<file path="config.mk">
export PLATFORM = sky130hd
export DESIGN_NAME = number_to_ascii_formatter
export DESIGN_NICKNAME = d
export VERILOG_FILES = /design/src/rtl/core/n2a_pkg.sv /design/src/rtl/core/n2a_dabble.sv /design/src/rtl/core/number_to_ascii_formatter.sv
export SDC_FILE = /design/constraint.sdc
export NUM_CORES = 1
export LEC_CHECK = 0
export ABC_AREA = 1
export BUFFER_PORTS_ARGS = -buffer_cell sky130_fd_sc_hd__buf_2
export CORE_UTILIZATION = 45
export DETAILED_ROUTE_END_ITERATION = 10
export GPL_TIMING_DRIVEN = 0
export HOLD_SLACK_MARGIN = 0.12
export SYNTH_ARGS = -nofsm -noshare
export SYNTH_HDL_FRONTEND = slang
export SYNTH_SLANG_ARGS = --single-unit
</file>
<file path="constraint.sdc">
create_clock -name aclk -period 6.05 [get_ports aclk]
set_input_delay 0.3025 -clock aclk [delete_from_list [all_inputs] [get_ports aclk]]
set_output_delay 0.3025 -clock aclk [all_outputs]
set_load 0.02 [all_outputs]
</file>
<file path="src/rtl/core/n2a_pkg.sv">
// ----------------------------------------------------------------------------
// n2a_pkg
// Shared types and constants for the number-to-ASCII formatter.
// ----------------------------------------------------------------------------
package n2a_pkg;

    localparam int VALUE_W    = 32;
    localparam int SEP_W      = 8;
    localparam int CHAR_W     = 8;
    localparam int ACTION_W   = 3;
    localparam int DEC_DIGITS = 10;
    localparam int BCD_W      = 4 * DEC_DIGITS;
    localparam int DIG_CNT_W  = $clog2(DEC_DIGITS + 1);

    localparam logic [CHAR_W-1:0] ASCII_ZERO   = 8'd48;
    localparam logic [CHAR_W-1:0] ASCII_ONE    = 8'd49;
    localparam logic [CHAR_W-1:0] ASCII_MINUS  = 8'h2D;
    localparam logic [CHAR_W-1:0] HEX_LETTER   = 8'd55;

    typedef enum logic [ACTION_W-1:0] {
        ACT_UDEC32 = 3'd0,
        ACT_SDEC8  = 3'd1,
        ACT_SDEC32 = 3'd2,
        ACT_BIN8   = 3'd3,
        ACT_HEX8   = 3'd4,
        ACT_HEX16  = 3'd5,
        ACT_HEX32  = 3'd6
    } action_t;

    // Status of the binary-to-BCD unit
    typedef struct packed {
        logic busy;
        logic done;
    } dab_status_t;

    // One digit (decimal or hex) as an uppercase ASCII character
    function automatic logic [CHAR_W-1:0] nibble_char(input logic [3:0] nib);
        logic [CHAR_W-1:0] ch;
        if (nib <= 4'd9) begin
            ch = ASCII_ZERO + {4'b0, nib};
        end else begin
            ch = HEX_LETTER + {4'b0, nib};
        end
        return ch;
    endfunction

endpackage

</file>
<file path="src/rtl/core/n2a_dabble.sv">
// ----------------------------------------------------------------------------
// n2a_dabble
// Iterative binary-to-BCD converter: one add-3 and shift step per cycle.
// ----------------------------------------------------------------------------
module n2a_dabble (
    input  logic                           aclk,
    input  logic                           aresetn,
    input  logic                           start,
    input  logic [n2a_pkg::VALUE_W-1:0]    mag,
    output logic [n2a_pkg::BCD_W-1:0]      bcd,
    output n2a_pkg::dab_status_t           status
);
    import n2a_pkg::*;

    localparam int STEP_CNT_W = $clog2(VALUE_W + 1);

    logic [VALUE_W-1:0]    bin_reg;
    logic [BCD_W-1:0]      bcd_reg;
    logic [BCD_W-1:0]      bcd_adj;
    logic [STEP_CNT_W-1:0] cnt_reg;
    logic                  busy_reg;
    logic                  done_reg;

    // Add 3 to every BCD digit of 5 or more before the shift
    always_comb begin
        for (int d = 0; d < DEC_DIGITS; d++) begin
            bcd_adj[4*d +: 4] = (bcd_reg[4*d +: 4] >= 4'd5) ?
                                bcd_reg[4*d +: 4] + 4'd3 : bcd_reg[4*d +: 4];
        end
    end

    always_ff @(posedge aclk) begin
        if (!aresetn) begin
            busy_reg <= 1'b0;
            done_reg <= 1'b0;
            cnt_reg  <= '0;
        end else begin
            done_reg <= 1'b0;
            if (start) begin
                bin_reg  <= mag;
                bcd_reg  <= '0;
                cnt_reg  <= STEP_CNT_W'(VALUE_W);
                busy_reg <= 1'b1;
            end else if (busy_reg) begin
                {bcd_reg, bin_reg} <= {bcd_adj[BCD_W-2:0], bin_reg, 1'b0};
                cnt_reg            <= cnt_reg - STEP_CNT_W'(1);
                if (cnt_reg == STEP_CNT_W'(1)) begin
                    busy_reg <= 1'b0;
                    done_reg <= 1'b1;
                end
            end
        end
    end

    assign bcd         = bcd_reg;
    assign status.busy = busy_reg;
    assign status.done = done_reg;

    a_cnt_live: assert property (@(posedge aclk) disable iff (!aresetn)
        busy_reg |-> cnt_reg != '0)
        else $error("dabble busy with zero step count");

    a_done_once: assert property (@(posedge aclk) disable iff (!aresetn)
        done_reg |-> !busy_reg)
        else $error("dabble done while still busy");

    a_done_follows: assert property (@(posedge aclk) disable iff (!aresetn)
        done_reg |-> $past(busy_reg))
        else $error("dabble done without a conversion");

endmodule

</file>
<file path="src/rtl/core/number_to_ascii_formatter.sv">
// ----------------------------------------------------------------------------
// number_to_ascii_formatter
// Formats one number as ASCII decimal, binary or hex text, one character per
// output transfer, with tlast on the final character.
// ----------------------------------------------------------------------------
// One item is taken at a time; s_tready is low until its last character has
// been loaded into the output register. Binary and hex items go straight to
// emitting their characters. Decimal items run a 32-step binary-to-BCD
// conversion (one step per cycle in the shared shift/add-3 unit), then skip
// leading zeros at one digit per cycle, then emit one digit per cycle while
// the output accepts; output stalls hold the emitting. A '-' for a negative
// signed value goes out ahead of any digit, during the conversion unless the
// output stalls. Action code 7 is accepted and produces nothing.
module number_to_ascii_formatter (
    input  logic        aclk,
    input  logic        aresetn,
    input  logic        s_tvalid,
    output logic        s_tready,
    input  logic [39:0] s_tdata,    // [31:0] value, [39:32] separator
    input  logic [2:0]  s_tuser,    // [2:0] action
    output logic        m_tvalid,
    input  logic        m_tready,
    output logic [7:0]  m_tdata,    // [7:0] character
    output logic        m_tlast
);
    import n2a_pkg::*;

    typedef enum logic [4:0] {
        S_IDLE = 5'b00001,
        S_CONV = 5'b00010,
        S_SKIP = 5'b00100,
        S_EMIT = 5'b01000,
        S_SEP  = 5'b10000
    } state_t;

    state_t                state_reg, state_next;
    logic                  sign_reg, sign_next;
    logic [BCD_W-1:0]      shreg_reg, shreg_next;
    logic [DIG_CNT_W-1:0]  dig_cnt_reg, dig_cnt_next;
    logic                  bin_mode_reg, bin_mode_next;
    logic [SEP_W-1:0]      sep_reg, sep_next;
    logic                  has_sep_reg, has_sep_next;
    logic                  m_tvalid_reg, m_tvalid_next;
    logic [CHAR_W-1:0]     m_tdata_reg, m_tdata_next;
    logic                  m_tlast_reg, m_tlast_next;

    logic [VALUE_W-1:0]    in_value;
    logic [SEP_W-1:0]      in_sep;
    logic                  s_fire;
    logic                  can_load;
    logic                  dab_start;
    logic [VALUE_W-1:0]    dab_mag;
    logic [BCD_W-1:0]      dab_bcd;
    dab_status_t           dab_stat;
    logic [CHAR_W-1:0]     digit_char;

    assign in_value = s_tdata[VALUE_W-1:0];
    assign in_sep   = s_tdata[VALUE_W +: SEP_W];
    assign s_tready = (state_reg == S_IDLE);
    assign s_fire   = s_tvalid && s_tready;
    assign can_load = !m_tvalid_reg || m_tready;

    assign digit_char = bin_mode_reg ?
                        (shreg_reg[BCD_W-1] ? ASCII_ONE : ASCII_ZERO) :
                        nibble_char(shreg_reg[BCD_W-1 -: 4]);

    n2a_dabble u_dabble (
        .aclk    (aclk),
        .aresetn (aresetn),
        .start   (dab_start),
        .mag     (dab_mag),
        .bcd     (dab_bcd),
        .status  (dab_stat)
    );

    always_comb begin
        state_next    = state_reg;
        sign_next     = sign_reg;
        shreg_next    = shreg_reg;
        dig_cnt_next  = dig_cnt_reg;
        bin_mode_next = bin_mode_reg;
        sep_next      = sep_reg;
        has_sep_next  = has_sep_reg;
        m_tvalid_next = m_tvalid_reg && !m_tready;
        m_tdata_next  = m_tdata_reg;
        m_tlast_next  = m_tlast_reg;
        dab_start     = 1'b0;
        dab_mag       = in_value;

        if (s_fire) begin
            sep_next      = in_sep;
            bin_mode_next = 1'b0;
            has_sep_next  = (in_sep != '0);
            unique case (action_t'(s_tuser))
                ACT_UDEC32: begin
                    dab_start  = 1'b1;
                    sign_next  = 1'b0;
                    state_next = S_CONV;
                end
                ACT_SDEC8: begin
                    dab_start  = 1'b1;
                    sign_next  = in_value[7];
                    dab_mag    = {24'b0, in_value[7] ?
                                  8'(8'd0 - in_value[7:0]) : in_value[7:0]};
                    state_next = S_CONV;
                end
                ACT_SDEC32: begin
                    dab_start  = 1'b1;
                    sign_next  = in_value[VALUE_W-1];
                    dab_mag    = in_value[VALUE_W-1] ? (VALUE_W'(0) - in_value) : in_value;
                    state_next = S_CONV;
                end
                ACT_BIN8: begin
                    shreg_next    = {in_value[7:0], 32'b0};
                    dig_cnt_next  = DIG_CNT_W'(8);
                    bin_mode_next = 1'b1;
                    sign_next     = 1'b0;
                    state_next    = S_EMIT;
                end
                ACT_HEX8: begin
                    shreg_next   = {in_value[7:0], 32'b0};
                    dig_cnt_next = DIG_CNT_W'(2);
                    sign_next    = 1'b0;
                    state_next   = S_EMIT;
                end
                ACT_HEX16: begin
                    shreg_next   = {in_value[15:0], 24'b0};
                    dig_cnt_next = DIG_CNT_W'(4);
                    sign_next    = 1'b0;
                    state_next   = S_EMIT;
                end
                ACT_HEX32: begin
                    shreg_next   = {in_value, 8'b0};
                    dig_cnt_next = DIG_CNT_W'(8);
                    sign_next    = 1'b0;
                    state_next   = S_EMIT;
                end
                default: begin
                    // undefined action: drop the item
                    sign_next  = 1'b0;
                    state_next = S_IDLE;
                end
            endcase
        end

        unique case (state_reg)
            S_IDLE: begin
            end
            S_CONV: begin
                if (dab_stat.done) begin
                    shreg_next   = dab_bcd;
                    dig_cnt_next = DIG_CNT_W'(DEC_DIGITS);
                    has_sep_next = 1'b0;
                    state_next   = S_SKIP;
                end
            end
            S_SKIP: begin
                if (dig_cnt_reg > DIG_CNT_W'(1) && shreg_reg[BCD_W-1 -: 4] == 4'd0) begin
                    shreg_next   = shreg_reg << 4;
                    dig_cnt_next = dig_cnt_reg - DIG_CNT_W'(1);
                end else begin
                    state_next = S_EMIT;
                end
            end
            S_EMIT: begin
                if (can_load && !sign_reg) begin
                    m_tvalid_next = 1'b1;
                    m_tdata_next  = digit_char;
                    m_tlast_next  = (dig_cnt_reg == DIG_CNT_W'(1)) && !has_sep_reg;
                    shreg_next    = bin_mode_reg ? (shreg_reg << 1) : (shreg_reg << 4);
                    dig_cnt_next  = dig_cnt_reg - DIG_CNT_W'(1);
                    if (dig_cnt_reg == DIG_CNT_W'(1)) begin
                        state_next = has_sep_reg ? S_SEP : S_IDLE;
                    end
                end
            end
            S_SEP: begin
                if (can_load) begin
                    m_tvalid_next = 1'b1;
                    m_tdata_next  = sep_reg;
                    m_tlast_next  = 1'b1;
                    state_next    = S_IDLE;
                end
            end
            default: begin
                state_next = S_IDLE;
            end
        endcase

        // Minus sign goes out ahead of any digit
        if (sign_reg && can_load && state_reg != S_IDLE) begin
            m_tvalid_next = 1'b1;
            m_tdata_next  = ASCII_MINUS;
            m_tlast_next  = 1'b0;
            sign_next     = 1'b0;
        end
    end

    always_ff @(posedge aclk) begin
        if (!aresetn) begin
            state_reg    <= S_IDLE;
            sign_reg     <= 1'b0;
            m_tvalid_reg <= 1'b0;
            dig_cnt_reg  <= '0;
            has_sep_reg  <= 1'b0;
            bin_mode_reg <= 1'b0;
        end else begin
            state_reg    <= state_next;
            sign_reg     <= sign_next;
            m_tvalid_reg <= m_tvalid_next;
            dig_cnt_reg  <= dig_cnt_next;
            has_sep_reg  <= has_sep_next;
            bin_mode_reg <= bin_mode_next;
        end
    end

    always_ff @(posedge aclk) begin
        shreg_reg   <= shreg_next;
        sep_reg     <= sep_next;
        m_tdata_reg <= m_tdata_next;
        m_tlast_reg <= m_tlast_next;
    end

    assign m_tvalid = m_tvalid_reg;
    assign m_tdata  = m_tdata_reg;
    assign m_tlast  = m_tlast_reg;

    a_sign_gone: assert property (@(posedge aclk) disable iff (!aresetn)
        state_reg == S_IDLE |-> !sign_reg)
        else $error("minus sign still pending at idle");

    a_emit_cnt: assert property (@(posedge aclk) disable iff (!aresetn)
        state_reg == S_EMIT |-> dig_cnt_reg != '0)
        else $error("emitting with no digits left");

    a_done_conv: assert property (@(posedge aclk) disable iff (!aresetn)
        dab_stat.done |-> state_reg == S_CONV)
        else $error("conversion finished outside the conversion state");

    a_sep_nonzero: assert property (@(posedge aclk) disable iff (!aresetn)
        state_reg == S_SEP |-> sep_reg != '0)
        else $error("separator state with zero separator");

endmodule
</file>
Word level (Yosys, flattened, before mapping)
Index checks and enable logic that the tools add are counted.
Operators by class
  add/subtract/negate cells: 16
  $mul: 0
  divide/modulo/power cells: 0
  $lt $le $gt $ge: 12
  eq/ne operators: 16
  shift-type cells: 0
  muxes and demuxes: 65
  bitwise gates (word level): 2
  reduce and logical (&&, ||, !) cells: 26
Operator list (count)
  40-bit two-way mux: 6
  40-bit one-hot mux with 3 select lines: 2
  32-bit two-way mux: 4
  32-bit one-hot mux with 2 select lines: 1
  4-bit two-way mux: 13
  4-bit by 3-bit >= comparator with 1-bit output (second input constant): 10
  4-bit by 2-bit adder with 4-bit output (second input constant): 9
  5-bit two-way mux: 7
  8-bit two-way mux: 4
  1-bit by 32-bit subtractor with 32-bit output (first input constant): 1
  5-bit one-hot mux with 5 select lines: 1
  4-bit one-hot mux with 3 select lines: 2
  1-bit two-way mux: 16
  8-bit one-hot mux with 2 select lines: 1
  6-bit by 4-bit adder with 7-bit output (first input constant): 2
  6-bit two-way mux: 2
  3-bit == test (second input constant): 3
  4-bit one-hot mux with 2 select lines: 1
  8-bit nonzero test: 1
  2-bit OR reduction: 4
  1-bit by 8-bit subtractor with 8-bit output (first input constant): 1
  1-bit logical AND: 7
  7-bit two-way mux: 1
  3-bit by 2-bit == test with 1-bit output (second input constant): 2
  other kinds (27): 36
Storage, ports and cells
  register bits: 150
  latch bits: 0
  memory bits (writable): 0
  bits in read-only memories: 0
  input bits: 47
  output and inout bits: 11
  word-level logic and storage cells: 153
  memories: 0

Depth between registers and ports, before layout
Gate-level depths: netlist of the first run.
  depth in word-level cells: 7
  depth in mapped cells: 10
  depth with buffers taken out: 10

Modules after synthesis
Synthesis of the first run repeated with hierarchy kept, for this count alone.
Unflattened totals
  cell total of the unflattened synthesis: 1267
  area total of the unflattened synthesis: 9233.9 µm²
By module, submodules not included
  number_to_ascii_formatter: instances 1, cells an instance 843, area an instance 5207.5 µm², sequential area each 1481.4 µm²
  n2a_dabble: instances 1, cells an instance 424, area an instance 4026.4 µm², sequential area each 2322.2 µm²

Worst setup path after synthesis of the first run
OpenSTA, ideal clock, no wires.
  path kind: reg-to-reg
  start: register state_reg[3]
  end: register u_dabble.bcd_reg[0] (netlist: u_dabble.bcd[0]) (enable)
  library setup time: 527 ps
  arrival time: 4603 ps
  required time: 5523 ps
  path slack: 919 ps
  cell stages (with the launch flop): 7
  period minus slack after synthesis: 5131 ps
  path through: dfxtp_1 nor2_2 nand4_2 nor2_2 nand3_1 buf_2 a21oi_1
Between the ends
  word-level cells in the longest chain between the ends: 5
Ends and longest elaborated chain
  start, declared: RTL line number_to_ascii_formatter.sv:36  | state_t state_reg, state_next;
  start signal, assigned: RTL line number_to_ascii_formatter.sv:208  | state_reg <= state_next;
  5-bit by 1-bit == test with 1-bit output: RTL line number_to_ascii_formatter.sv:59  | assign s_tready = (state_reg == S_IDLE);
  1-bit logical AND: RTL line number_to_ascii_formatter.sv:60  | assign s_fire = s_tvalid && s_tready;
  1-bit two-way mux: RTL line number_to_ascii_formatter.sv:90  | if (s_fire) begin
  2-bit nonzero test (no line)
  2-bit AND reduction (no line)
  end signal, assigned: RTL line n2a_dabble.sv:45  | {bcd_reg, bin_reg} <= {bcd_adj[BCD_W-2:0], bin_reg, 1'b0};
  end, declared: RTL line n2a_dabble.sv:18  | logic [BCD_W-1:0] bcd_reg;
No other way between the ends.
A chain may end at the register's enable or synchronous reset.

Worst setup path after layout of the first run
  start: register state_reg[3]
  end: register u_dabble.bin_reg[24] (enable)
Between the ends
  word-level cells in the longest chain between the ends: 5
Ends and longest elaborated chain
  5-bit by 1-bit == test with 1-bit output: RTL line number_to_ascii_formatter.sv:59
  1-bit logical AND: RTL line number_to_ascii_formatter.sv:60
  1-bit two-way mux: RTL line number_to_ascii_formatter.sv:90
  2-bit nonzero test (no line)
  2-bit AND reduction (no line)
  end signal, assigned: RTL line n2a_dabble.sv:40  | bin_reg <= mag;
  end signal, assigned: RTL line n2a_dabble.sv:45
  end, declared: RTL line n2a_dabble.sv:17  | logic [VALUE_W-1:0] bin_reg;
No other way between the ends.

==> results_dict.tcl, run 1 <==
set metrics [dict create \
    status "finished clean" \
    hold_path_class "in2reg" \
    r2r_slack_ns 3.64 \
    syn_area_sq_um 8980 \
    worstPathRequired_ns 6.19 \
    htreeDepth 4 \
    fmax_mhz 416 \
    crit_path_end_kind "flop" \
    peakVddDrop_mv 0.199 \
    ys_async_sr_fraction_pct 0 \
    powerDensity_nw_per_um2 315 \
    layout_commonest_cell "nand2_1" \
    clkSlewWorstSetupHoldPaths_ns 0.06 \
    root_buffer "clkbuf_16" \
    gr-total-overflow 0 \
    grt_max_degree 28 \
    drc 0 \
    period_share_pct 39.8 \
    die_area_sq_um 20500 \
    yosys_register_bits 150 \
    portBuffers 55 \
    hold_viol_final 0 \
    synth_warnings 0 \
    place.gp.congestion 0.976 \
    post-cts-setup-buffers 0 \
    clkLatencyLatePin_ns 0.43 \
    seqCellArea_sq_um 3800 \
    antenna_found_initial 0 \
    holdPathEnd "state_reg[0]" \
    r2r_start "state_reg[3]" \
    synth.distinct_cells 50 \
    grt_pass1_vias 7890 \
    power_mw 3.25 \
    syn_nets 1268 \
    die_w_um 143 \
    numClockSinks 150 \
    crit_arrival_ns 2.54 \
    worstPathMaxFanout 25 \
    wl_per_cell_um 17.8 \
    p_leak_nw 4.46 \
    cts_tree "done" \
    detail-route-antenna-nets 0 \
    period_needed_ns 2.41 \
    rows 51 \
    setup.worst_path.start_class "flop" \
    ys.flop_type "edfxtp_1" \
    rr_endpoint "u_dabble.bin_reg[24]" \
    hold-path-cell-count 2 \
    hp-start "aresetn" \
    drive_above_1_share_pct 11.6 \
    initialDrtViolationCount 823 \
    place_hpwl_um 20500 \
    vias 8637 \
    rsz0062_at_grt "false" \
    io_pins 58 \
    cap_violations 0 \
    chipHeight_um 143 \
    synth.largest_area_cell "edfxtp_1" \
    worstSetupPathType "reg2reg" \
    synth_area_leaders "edfxtp_1, dfxtp_1, nand2_1, a21oi_1, inv_1" \
    max_slew_margin_pct 34.5 \
    finalMaxSlewViolations 0 \
    final_cell_mix "nand2_1, inv_1, a21oi_1, nor2_1" \
    cts_resized 0 \
    viasPerCell 5.55 \
    core_sq_um 19500 \
    ff2ff_path_depth 8 \
    syn_area_per_cell_sq_um 7.53 \
    placed_area_sq_um 9660 \
    multi_input_area_sq_um 4290 \
    syn-instance-count 1192 \
    whs_ns 0.180 \
    totalWireLength_um 27600 \
    firstDrtPassIters 6 \
    design_area_sq_um 10300 \
    layout.cells.non_filler 1555 \
    nets 1353 \
    n_antenna_cell 0 \
    cts_buffers 17 \
    start_util_pct 46.0 \
    yosysSeqAreaShare_pct 42.4 \
    worstMarginPinSlew_ns 0.982 \
    grt_pass1_wl_um 42900 \
    nFillCells 1979 \
    synth_edf_count 80 \
    skew_ns 0.0138 \
    cts_buffer_depth 2 \
    grt_util_all_layers_pct 27.9 \
    setup_viol 0 \
    area.growth.synth_to_final_pct 14.9 \
    synth_top_area_share_pct 26.8 \
    dp.cells 1515 \
]
## through the flow
step           setup TNS, ns  util, %  worst slack [ns]
4_1_cts                    0     52.8              3.63
5_1_grt                    0     52.8              3.48
2_1_floorplan              0        -             0.919
3_3_place_gp          -97.40     49.1             -1.34
3_5_place_dp               0     49.5              3.61
6_report                   0     52.8              3.64
## routing by layer
metal	GRT usage (%)	wire length [um]	share of wire (%)	vias to the layer above
met1	37.8	12500	45	4030
met4	10.2	745	2.7	0
met2	45.0	12800	46	300
met5	0	0	0	-
li1	-	-	-	4253
met3	4.19	1580	5.7	54
## worst max-delay path: stages, from the launching register on
cell and delay, ns:
dfxtp_1 0.34, nor2_2 0.18, nand4_2 0.21, nor2_2 0.21, nand3_1 0.13, buf_2 0.25
a21oi_4 0.33, buf_12 0.24, buf_16 0.18
## how the worst max path moves through the flow
| stage | cells after the start | to | start | slack [ns] |
|---|---|---|---|---|
| floorplan | 6 | u_dabble.bcd[0] | state_reg[3] | 0.92 |
| global placement | 6 | u_dabble.bcd[20] | state_reg[3] | -1.34 |
| detailed placement | 10 | u_dabble.bin_reg[26] | s_tdata[1] | 3.61 |
| CTS | 8 | u_dabble.bin_reg[16] | state_reg[3] | 3.63 |
| global route | 7 | u_dabble.bcd[23] | state_reg[3] | 3.48 |
| finish | 8 | u_dabble.bin_reg[24] | state_reg[3] | 3.64 |
## report_power, final
group          switching (mW)  total (mW)  internal (mW)  leakage (nW)
clock network           0.460        1.06          0.596         0.280
logic                   0.529       0.812          0.284          2.86
registers               0.108        1.39           1.28          1.32
total                    1.10        3.25           2.16          4.46
## cell usage after synthesis (4+ instances only)
library cell / instances
a211oi_1: 10
a21oi_1: 133
a31oi_1: 4
buf_2: 25
clkbuf_1: 18
dfxtp_1: 70
edfxtp_1: 80
ha_1: 29
inv_1: 164
inv_2: 16
nand2_1: 216
nand3_1: 72
nand4_1: 15
nor2_1: 103
nor2_2: 4
nor3_1: 8
o211ai_1: 10
o21ai_0: 80
o21ai_1: 14
o221ai_1: 8
o22ai_1: 58
xor2_1: 16
## what timing repair did
action,CTS,global route
hold endpoints to repair,8,0
endpoints found under the setup margin,0,0
hold buffers,8,0
## cell type report
class	count	share of cell area, %
Clock inverter	12	1.14
Multi-Input combinational cell	815	41.6
Tap cell	265	3.21
Clock buffer	20	4.43
Buffer	45	2.01
Timing Repair Buffer	66	4.10
Sequential cell	150	36.9
Inverter	182	6.62
## cells by family (layout without fill, tap and decap cells)
logic type / after synthesis / in the layout / share of synthesized area, %
compound gates: 332 / 332 / 20.9
xor+xnor: 17 / 17 / 1.66
fa+ha+maj: 29 / 29 / 4.04
buf+inv: 227 / 325 / 9.92
flops: 150 / 150 / 42.4
mux: 1 / 1 / 0.112
simple gates: 436 / 436 / 21.0
(Power assumes the default switching activity.)
==> run 2, diff against run 1 <==
--- a/config.mk
+++ b/config.mk
@@ -5,7 +5,7 @@
 export SDC_FILE = /design/constraint.sdc
 export NUM_CORES = 1
 export LEC_CHECK = 0
-export ABC_AREA = 1
+export ABC_AREA = 0
 export BUFFER_PORTS_ARGS = -buffer_cell sky130_fd_sc_hd__buf_2
 export CORE_UTILIZATION = 45
 export DETAILED_ROUTE_END_ITERATION = 10
==> constraint.sdc (replaced) <==
create_clock -name aclk -period 2.1 [get_ports aclk]
set_input_delay 0.105 -clock aclk [delete_from_list [all_inputs] [get_ports aclk]]
set_output_delay 0.105 -clock aclk [all_outputs]
set_load 0.02 [all_outputs]
==> run 2 against run 1 <==
The run now ends with negative setup slack left. Sequential cell count is the same. Cell count shrank 9.8%. Routed wire length grew 6.1%. First-iteration DRC count grew 37%. Worst setup slack lost 3.7 ns. Total power grew to 3.2 times the previous value. Sequential share of layout area shrank 2.2 points. Design area grew 6.7%. Count of clock-buffer cells in the layout grew 1. Critical path type unchanged. Largest cell class unchanged.
==> results_dict.tcl, run 2 <==
set metrics [dict create \
    utilization_pct 56.2 \
    synth.largest_area_cell "edfxtp_1" \
    layout_commonest_cell "nor2_1" \
    place_hpwl_um 20100 \
    gr-total-overflow 0 \
    grt_pass1_wl_um 45000 \
    worstSetupPathType "reg2reg" \
    numClockSinks 150 \
    ys_async_sr_fraction_pct 0 \
    period_share_pct 104 \
    max_slew_margin_pct 36.9 \
    cap_violations 0 \
    worstPathMaxFanout 9 \
    finalWorstSetupSlack_ns -0.0866 \
    n_antenna_cell 0 \
    die_area_sq_um 20700 \
    firstDrtPassIters 8 \
    hold-path-cell-count 3 \
    hold_path_class "in2reg" \
    grt_pass1_vias 7904 \
    grt_util_all_layers_pct 28.7 \
    p_leak_nw 4.02 \
    yosysSeqAreaShare_pct 41.9 \
    synth.cells.most_frequent "nor2_1, a21oi_1, edfxtp_1, dfxtp_1, nand2_1" \
    antenna_found_initial 1 \
    htreeDepth 4 \
    crit_path_end_kind "flop" \
    io_pins 58 \
    period_needed_ns 2.19 \
    hp-start "s_tdata[21]" \
    syn-instance-count 1024 \
    area.growth.synth_to_final_pct 21.3 \
    dpl_worst_slack_ns -0.726 \
    final_cell_mix "nor2_1, a21oi_1, edfxtp_1, dfxtp_1, nand2_1" \
    setup_tns_ns -1.77 \
    ff2ff_path_depth 7 \
    cpMaxStageDelayCell "or4b_4" \
    drc 0 \
    violations "negative setup slack" \
    portBuffers 44 \
    r2r_slack_ns -0.09 \
    fmax_mhz 457 \
    synth_top_area_share_pct 26.5 \
    yosysMostFrequentCell "nor2_1" \
    synth_warnings 0 \
    use_met3_pct 4.93 \
    synth_area_leaders "edfxtp_1, dfxtp_1, nor2_1, a21oi_1, ha_1" \
    vias 8711 \
    synth_edf_count 80 \
    root_buffer "clkbuf_16" \
    place.gp.congestion 0.920 \
    wl_per_cell_um 20.9 \
    ys.flop_type "edfxtp_1" \
    cts_buffer_depth 2 \
    viasPerCell 6.21 \
    grt_max_degree 32 \
    cts_buffers 17 \
    cts_tree "done" \
    start_util_pct 46.3 \
    finalMaxSlewViolations 0 \
    crit_path_max_incr_delay_ns 0.53 \
    rows 51 \
    holdPathEnd "u_dabble.bin_reg[21]" \
    clkLatencyLatePin_ns 0.43 \
    syn_nets 1100 \
    synth.distinct_cells 79 \
    placed_area_sq_um 9750 \
    core_sq_um 19600 \
    clkSlewWorstSetupHoldPaths_ns 0.06 \
    hold_viol_final 0 \
    grt_busiest_layer "met2" \
    crit_arrival_ns 2.53 \
    drive_above_1_share_pct 16.6 \
    nets 1200 \
    initialDrtViolationCount 1126 \
    rsz0062_at_grt "true" \
    syn_area_sq_um 9080 \
    design_area_sq_um 11000 \
    power_mw 10.5 \
    path_cells "or4b_4, or4_4, o22ai_4, buf_12, clkbuf_16, a222oi_1, o31ai_1" \
    worstMarginPinSlew_ns 0.938 \
    worstPathRequired_ns 2.45 \
    detail-route-antenna-nets 0 \
    gr-usage-met1_pct 40.0 \
    peakVddDrop_mv 0.659 \
    totalWireLength_um 29300 \
    setup_viol 38 \
    r2r_start "state_reg[4]" \
    chipHeight_um 144 \
    powerDensity_nw_per_um2 957 \
    skew_ns 0.0123 \
    status "finished with violations" \
    rr_endpoint "shreg_reg[27]" \
    yosys_register_bits 150 \
    gr-usage-met2_pct 45.0 \
    setup.worst_path.start_class "flop" \
    syn_area_per_cell_sq_um 8.86 \
    die_w_um 144 \
]
run 2: per-stage QoR:
| step | hold WS [ns] | std cells |
|---|---|---|
| 3_5_place_dp | 0.302 | 1335 |
| 4_1_cts | 0.129 | 1396 |
| 5_1_grt | 0.146 | 1402 |
| 3_3_place_gp | 0.311 | 1333 |
| 2_1_floorplan | 0.204 | 1024 |
| 6_report | 0.133 | 1402 |
run 2: cell families (layout without fill, tap and decap cells):
family	count (synthesis)	count (layout)	share of synthesized area [%]
simple gates	338	339	18.1
compound gates	337	337	25.9
flops	150	150	41.9
buf+inv	132	244	6.18
fa+ha+maj	29	29	4.00
xor+xnor	19	19	1.83
mux	19	19	2.10
run 2: final cells by class:
type,count,area [sq um]
plain buffers,68,413
clock buffers,21,462
clock inverters,11,124
fillers,1823,8580
inverters,58,230
multi-input cells,743,4960
flip-flops and latches,150,3820
well taps,265,332
repair buffers,86,679
run 2: critical path, delay by kind of cell (launching register included):
kind / cells / cell delay [ns]
buf+inv: 2 / 0.32
simple gates: 2 / 1.05
flops: 1 / 0.37
compound gates: 3 / 0.34
run 2: timing repair:
action	in CTS	in global routing
pin swaps	11	7
gates cloned	1	2
resized for setup	58	33
hold buffers	14	0
endpoints found under the hold margin	21	0
buffers inserted	17	7
setup endpoints to repair	203	96
run 2: worst max path at each step:
stage | startpoint | endpoint | slack, ns | cells past startpoint
detailed placement | s_tuser[0] | u_dabble.bin_reg[27] | -0.73 | 8
CTS | state_reg[0] | shreg_reg[25] | -0.12 | 8
finish | state_reg[4] | shreg_reg[27] | -0.09 | 7
global route | state_reg[4] | shreg_reg[36] | -0.14 | 7
floorplan | state_reg[1] | u_dabble.bcd[0] | -0.34 | 5
global placement | s_tuser[0] | u_dabble.bcd[33] | -1.27 | 6
run 2: per-layer routing:
metal	share of wire (%)	wire length, um	vias to the layer above
met5	0.044	13	-
met4	2.6	765	2
met3	8.0	2330	59
met2	46	13500	417
met1	43	12700	4152
li1	-	-	4081
run 2: power by group:
group | switching, mW | internal, mW | total [mW]
sequential | 0.514 | 3.82 | 4.34
clock | 1.30 | 1.83 | 3.13
combinational | 1.84 | 1.23 | 3.07
total | 3.66 | 6.88 | 10.5
==> run 3, diff against run 2 <==
--- a/config.mk
+++ b/config.mk
@@ -11,6 +11,7 @@
 export DETAILED_ROUTE_END_ITERATION = 10
 export GPL_TIMING_DRIVEN = 0
 export HOLD_SLACK_MARGIN = 0.12
+export MAX_ROUTING_LAYER = met4
 export SYNTH_ARGS = -nofsm -noshare
 export SYNTH_HDL_FRONTEND = slang
 export SYNTH_SLANG_ARGS = --single-unit
==> run 3 against run 2 <==
Sequential power about the same. The flow still finishes with violations (negative setup slack). Non-clock buffer count decreased by 1. Register-to-register slack about the same. First-iteration DRC count decreased by 4.0%. Largest cell class unchanged. Global-route usage increased by 0.86 points. Count of clock-buffer cells in the layout unchanged. Hold slack got worse by 0.0036 ns. Sequential cell count unchanged. Die area unchanged. Combinational power about the same.
==> results_dict.tcl, run 3 (synthesized netlist as in run 2, its figures left out) <==
set metrics [dict create \
    status "finished with violations" \
    violations "negative setup slack" \
    rsz0062_at_grt "true" \
    max_slew_margin_pct 36.5 \
    portBuffers 44 \
    wl_met2_um 13500 \
    crit_path_end_kind "flop" \
    layout.cells.non_filler 1402 \
    die_w_um 144 \
    period_share_pct 104 \
    drc 0 \
    wl_per_cell_um 20.9 \
    worstPathRequired_ns 2.45 \
    p_leak_nw 4.02 \
    area.growth.synth_to_final_pct 21.3 \
    initialDrtViolationCount 1081 \
    core_sq_um 19600 \
    top_layer "met4" \
    hold_path_class "in2reg" \
    totalWireLength_um 29300 \
    nFillCells 1825 \
    vias 8725 \
    r2r_start "state_reg[4]" \
    dp.cells 1335 \
    setup_viol 37 \
    power_mw 10.5 \
    design_area_sq_um 11000 \
    cts_buffer_depth 2 \
    gr-total-overflow 0 \
    start_util_pct 46.3 \
    wl_met3_um 2110 \
    worstMarginPinSlew_ns 0.944 \
    grt_pass1_wl_um 45000 \
    crit_arrival_ns 2.54 \
    r2r_slack_ns -0.09 \
    crit_path_max_incr_delay_ns 0.53 \
    grt_pass1_vias 7888 \
    chipHeight_um 144 \
    viasPerCell 6.22 \
    grt_util_all_layers_pct 29.6 \
    clkLatencyLatePin_ns 0.43 \
    crit_start "state_reg[4]" \
    cap_violations 0 \
    place_hpwl_um 20100 \
    worstSetupPathType "reg2reg" \
    fmax_mhz 457 \
    htreeDepth 4 \
    rows 51 \
    nets 1199 \
    cp-endpoint "shreg_reg[27]" \
    place.gp.congestion 0.936 \
    peakVddDrop_mv 0.664 \
    finalWorstSetupSlack_ns -0.0874 \
    rr_endpoint "shreg_reg[27]" \
    period_needed_ns 2.19 \
    cts_buffers 17 \
    detail-route-antenna-nets 0 \
    ff2ff_path_depth 7 \
    path_cells "or4b_4, or4_4, o22ai_4, buf_12, clkbuf_16, a222oi_1, o31ai_1" \
    hold_viol_final 0 \
    placed_area_sq_um 9750 \
    final_cell_mix "nor2_1, a21oi_1, edfxtp_1, dfxtp_1, nand2_1" \
    antenna_found_initial 1 \
    powerDensity_nw_per_um2 956 \
    die_area_sq_um 20700 \
    utilization_pct 56.2 \
    numClockSinks 150 \
    clkSlewWorstSetupHoldPaths_ns 0.07 \
    grt_max_degree 32 \
    io_pins 58 \
    finalMaxSlewViolations 0 \
    cts_tree "done" \
    skew_ns 0.00950 \
    met1Wirelength_um 12800 \
    firstDrtPassIters 10 \
    layout_commonest_cell "nor2_1" \
    drive_above_1_share_pct 16.5 \
    cpMaxStageDelayCell "or4b_4" \
    worstPathMaxFanout 9 \
    setup.worst_path.start_class "flop" \
    hold-path-cell-count 3 \
    root_buffer "clkbuf_16" \
]
[run 3: worst min-delay path by stage]
stage	from	end	slack, ns
2_1_floorplan	s_tdata[32]	sep_reg[0]	0.20
5_1_grt	s_tdata[21]	u_dabble.bin_reg[21]	0.15
6_report	s_tdata[21]	u_dabble.bin_reg[21]	0.13
3_3_place_gp	s_tdata[36]	sep_reg[4]	0.31
4_1_cts	s_tdata[21]	u_dabble.bin_reg[21]	0.13
3_5_place_dp	s_tdata[36]	sep_reg[4]	0.30
[run 3: what timing repair did]
action                     4_1_cts  5_1_grt
gates resized for setup         58       33
hold endpoints to repair        21        0
cloned                           1        2
pin swaps                       11        7
buffers inserted                17        6
setup endpoints to repair      203       96
hold buffers                    14        0
[run 3: metal layers]
layer,track usage [%],vias up
met5,-,-
met2,45.1,401
met1,40.2,4166
met3,4.40,77
met4,9.57,0
li1,-,4081
[run 3: power by group]
| part | switching, mW | internal (mW) |
|---|---|---|
| clock network | 1.30 | 1.82 |
| logic | 1.84 | 1.22 |
| registers | 0.518 | 3.82 |
[run 3: final cells by class]
cell class	instances	area, sq um	area share [%]
clock buffers	21	462	4.19
plain buffers	68	413	3.75
diodes	1	2.50	0.0227
repair buffers	85	672	6.10
clock inverters	11	124	1.13
inverters	58	230	2.09
well taps	265	332	3.01
multi-input cells	743	4960	45.0
flip-flops and latches	150	3820	34.7
[run 3: metrics by stage]
stage	hold WS, ns	worst slack [ns]	TNS (ns)
after global routing	0.148	-0.138	-3.95
after CTS	0.129	-0.120	-3.38
after floorplan	0.204	-0.337	-28.78
after global placement	0.311	-1.27	-147.70
final	0.129	-0.0874	-1.73
after detailed placement	0.302	-0.726	-79.06
[run 3: critical path: cells and delay by family, from the launching register on]
family	cells	cell delay, ns
compound gates	3	0.35
simple gates	2	1.05
buf+inv	2	0.32
flops	1	0.37
